### config.mk
export PLATFORM = sky130hd
export DESIGN_NAME = ttv_sqrt
export DESIGN_NICKNAME = d
export VERILOG_FILES = /design/src/hw/rtl/assert_macros.svh /design/src/hw/rtl/ttv_pkg.sv /design/src/hw/rtl/ttv_sqrt.sv
export SDC_FILE = /design/constraint.sdc
export NUM_CORES = 2
export LEC_CHECK = 0
export BUFFER_PORTS_ARGS = -buffer_cell sky130_fd_sc_hd__buf_2
export CAP_MARGIN = 20
export CORE_UTILIZATION = 40
export CTS_CLUSTER_SIZE = 30
export DETAILED_ROUTE_END_ITERATION = 8
export SYNTH_ARGS = -nofsm -noshare
export SYNTH_HDL_FRONTEND = slang
export SYNTH_SLANG_ARGS = --single-unit
### constraint.sdc
create_clock -name clk -period 5.9 [get_ports clk]
set_input_delay 0.59 -clock clk [delete_from_list [all_inputs] [get_ports clk]]
set_output_delay 0.59 -clock clk [all_outputs]
set_load 0.005 [all_outputs]
### src/hw/rtl/assert_macros.svh
// Assertion helpers shared by the RTL. In synthesis builds they expand to nothing.
`ifndef ASSERT_MACROS_SVH
`define ASSERT_MACROS_SVH
`ifndef SYNTHESIS
`define TTV_ASSERT(lbl, clk, rst_n, prop) \
	lbl: assert property (@(posedge clk) disable iff (!rst_n) (prop)) \
		else $error("assertion failed");
`define TTV_ASSERT_IMPL(lbl, clk, rst_n, ante, cons) \
	lbl: assert property (@(posedge clk) disable iff (!rst_n) (ante) |-> (cons)) \
		else $error("assertion failed");
`else
`define TTV_ASSERT(lbl, clk, rst_n, prop)
`define TTV_ASSERT_IMPL(lbl, clk, rst_n, ante, cons)
`endif
`endif

### src/hw/rtl/ttv_pkg.sv
package ttv_pkg;

	localparam int MAG_W  = 30;
	localparam int SUM_W  = 62;
	localparam int ROOT_W = 31;
	localparam int Q_W    = 15;
	localparam int NUM_W  = 46;
	localparam int WM_W   = 51;
	localparam int FRONT_STAGES = 8;
	localparam int LATENCY = FRONT_STAGES + ROOT_W + Q_W + 2;

	typedef struct packed {
		logic signed [31:0] a_x;
		logic signed [31:0] a_y;
		logic signed [31:0] a_z;
		logic signed [31:0] b_x;
		logic signed [31:0] b_y;
		logic signed [31:0] b_z;
		logic signed [31:0] c_x;
		logic signed [31:0] c_y;
		logic signed [31:0] c_z;
		logic        [31:0] a_uv;
		logic        [31:0] b_uv;
		logic        [31:0] c_uv;
	} item_t;

	typedef struct packed {
		logic signed [15:0] tan_x;
		logic signed [15:0] tan_y;
		logic signed [15:0] tan_z;
		logic               degenerate;
	} result_t;

	typedef struct packed {
		logic                      degen;
		logic [2:0]                neg;
		logic [2:0][MAG_W-1:0]     mag;
	} side_t;

	typedef struct packed {
		logic                      degen;
		logic [2:0]                neg;
		logic [2:0][Q_W-1:0]       quo;
	} quo_t;

endpackage

### src/hw/rtl/ttv_sqrt.sv
module ttv_sqrt (
	input  logic                        clk,
	input  logic                        arst_n,
	input  logic                        in_valid,
	input  ttv_pkg::side_t              in_side,
	input  logic [ttv_pkg::SUM_W-1:0]   radicand,
	output logic                        out_valid,
	output ttv_pkg::side_t              out_side,
	output logic [ttv_pkg::ROOT_W-1:0]  root
);

	localparam int N = ttv_pkg::ROOT_W;

	logic                      vld_s  [0:N];
	ttv_pkg::side_t            side_s [0:N];
	logic [ttv_pkg::SUM_W-1:0] rem_s  [0:N];
	logic [ttv_pkg::SUM_W-1:0] root_s [0:N];

	assign vld_s[0]  = in_valid;
	assign side_s[0] = in_side;
	assign rem_s[0]  = radicand;
	assign root_s[0] = '0;

	// One result bit per stage, most significant first.
	for (genvar j = 1; j <= N; j++) begin : g_step
		localparam int SH = 2 * (N - j);
		logic [ttv_pkg::SUM_W-1:0] bitv, trial;
		logic                      take;

		assign bitv  = ttv_pkg::SUM_W'(1) << SH;
		assign trial = root_s[j-1] + bitv;
		assign take  = rem_s[j-1] >= trial;

		always_ff @(posedge clk or negedge arst_n) begin
			if (!arst_n) begin
				vld_s[j] <= 1'b0;
			end else begin
				vld_s[j] <= vld_s[j-1];
			end
		end

		always_ff @(posedge clk) begin
			side_s[j] <= side_s[j-1];
			rem_s[j]  <= take ? rem_s[j-1] - trial : rem_s[j-1];
			root_s[j] <= take ? (root_s[j-1] >> 1) + bitv : root_s[j-1] >> 1;
		end
	end

	assign out_valid = vld_s[N];
	assign out_side  = side_s[N];
	assign root      = root_s[N][ttv_pkg::ROOT_W-1:0];

endmodule

==> impl_metrics.toml <==
[worst_setup_path]
cp.arrival_ns = 5.02
crit_buf_inv = 3
critPathMaxStageDelay_ns = 0.85
startpoint_type = "flip-flop"
crit_family = "simple AND/OR/NAND/NOR gates"
path_cells = "inv_1 -> ha_1 -> a21oi_1 -> o211ai_1 -> nor4_1 -> nand2_1 -> nor4bb_1 -> o21a_1 -> and2_1 -> inv_1 -> buf_4 -> nor2_1 -> a21oi_1"
worstPathMaxFanout = 57
cp_slowest_cell = "and2_1"
end_kind = "flip-flop"
cp.required_ns = 6.69
r2r_slack_ns = 1.67
critPathKind = "reg2reg"

[die]
start_util_pct = 40.3
io-pin-count = 285
die-height_um = 615
die-area_um2 = 378000
core_area_um2 = 373000
rows = 224
die_w_um = 615

[logic_synthesis]
synthArstFlopShare_pct = 0.585
synthTopCellsByArea = "dfxtp_1 (70%), ha_1 (4.4%), xnor2_1 (2.7%)"
synthDistinctLibCells = 94
synth.most_common_cell = "dfxtp_1"
synth_top_area_share_pct = 70.3
synth_nets = 12900
synth_top_area_cell = "dfxtp_1"
synth_edf_count = 0
synth_area_um2 = 150000
ys_ff_latch = 5301
syn_avg_cell_area_um2 = 12.3
ys_seq_area_share_pct = 70.8
syn_inst = 12200
yosysWarnings = 0
synthFlopType = "dfxtp_1"
synth_common_cells = "dfxtp_1 (5270), inv_1 (652), a21oi_1 (591), nand2_1 (591), nor2_1 (574)"

[cts]
numCtsBuffers = 530
cts_hold_buf = 158
h-tree-depth = 6
clk_latency_ns = 1.00
clock-root-buffer = "clkbuf_16"
cts_resized = 0
postCtsSetupBuffers = 0
clkTransAtPathRegs_ns = 0.06
clk_path_buf_depth = 4
cts_tree = "built"
cts_sinks = 5301

[global_route]
grt_max_degree = 65
overflow = 0
grt_usage_pct = 14.8
grt_pass1_vias = 85500
grt_pass1_wl_um = 452000
antenna_found_initial = 7

[routing]
drcViolationCount = 0
via_per_inst = 4.61
wirelength_um = 286000
drt-initial-drc-count = 4250
ant_nets = 0
vias = 84400
first_pass_iters = 6
wl_per_cell_um = 15.6

[power]
p_leak_nw = 77.2
peakVddDrop_uv = 304
p_per_area_nw_per_um2 = 512

[sta]
slew_viol_final = 0
worst_clock_skew_ns = 0.0821
period_share_pct = 71.8
rsz0062_at_grt = "false"
tightest_slew_ns = 1.11
fmax_mhz = 236
setup_tns_ns = 0
fin_crit_ns = 4.23
setup_viol = 0
relSlewSlack_pct = 26.0
finalHoldViolations = 0

[min_path]
hp-class = "in2async"

[place]
dp_hpwl_um = 209000
gp_congestion = 0.894
io_buffer_count = 284

[layout]
fillers = 33200
drive_above_1_share_pct = 10.0
synthToLayoutAreaGrowth_pct = 17.7
utilization_pct = 47.4
nets = 13600

[outcome]
status = "finished, final reports clean"

[run]
maxCapViolations = 0
## state kept, by name, summed over array words and instances (netlist names)
name and cells:
root 31, out_side 94, side_s 2820, vld_s 30, root_s 465, out_valid 1, rem_s 1860
## path summary, 6_finish.rpt
path	start	end	depth (start not counted)
hold reg to reg	side_s[1967]	side_s[1873]	0
setup / recovery	root_s[219]	rem_s[147]	13
min in group clk	radicand[39]	rem_s[1899]	2
setup reg to reg	root_s[219]	rem_s[147]	13
max in group asynchronous	arst_n	vld_s[2]	2
hold / removal	arst_n	vld_s[22]	2
## cells by family after synthesis
group / share of synthesized area [%]
xor+xnor: 4.85
simple gates: 9.54
compound gates: 7.26
buf+inv: 2.64
flops: 70.8
fa+ha+maj: 4.37
mux: 0.568
## area by class of cell
class	instances	area, um^2	share of cell area [%]
sequential	5301	106000	60.1
multi-input combinational	5937	40000	22.6
clock buffer	748	15300	8.64
tap	4972	6220	3.52
timing repair buffer	489	3350	1.89
clock inverter	204	3150	1.78
inverter	654	2450	1.39
antenna	8	20.0	0.0113
## placed cells by master (no fill, tap or decap), drive strengths merged, types with 66 or more instances in the layout
cell type | Yosys | layout
xor2 | 375 | 375
nand2 | 591 | 591
clkinv | 1 | 120
dfxtp | 5270 | 5270
clkbuf | 196 | 748
nand4 | 174 | 174
o21ai | 430 | 430
inv | 653 | 675
nor2b | 72 | 72
nand3 | 168 | 168
nor3 | 249 | 249
or3 | 92 | 92
xnor2 | 456 | 456
nor2 | 574 | 574
buf | 107 | 329
a21oi | 591 | 591
dlygate4sd3 | 0 | 158
o21a | 80 | 80
nand2b | 102 | 102
nor4 | 333 | 333
a21o | 209 | 209
ha | 525 | 525
mux2 | 66 | 66
## power breakdown
group / switching (mW) / leakage, nW / internal (mW) / total (mW)
Combinational: 7.12 / 23.6 / 5.60 / 12.7
Sequential: 3.28 / 44.7 / 40.5 / 43.8
Clock: 13.9 / 8.93 / 20.1 / 34.0
## routing by layer
layer  routed length, um  share of wire [%]  GRT usage (%)
met1              112000                 39           15.4
met2              149000                 52           28.4
met3               11700                4.1           2.64
met4               12900                4.5           6.84
met5                  24             0.0084              0
## per-stage QoR
stage / total power, mW / instances / hold slack (ns) / worst slack [ns] / cell area [um^2]
6_report: 90.5 / 18300 / 0.191 / 1.67 / 177000
5_1_grt: 95.1 / 18300 / 0.141 / 1.14 / 177000
4_1_cts: 91.6 / 18300 / 0.0982 / 1.72 / 177000
3_5_place_dp: 57.2 / 17200 / 0.312 / 1.71 / 157000
3_3_place_gp: 57.1 / 17200 / 0.310 / 1.77 / 157000
2_1_floorplan: 53.0 / 12200 / 0.294 / 2.57 / 150000
Note: power is estimated with default switching activity, not from simulation.
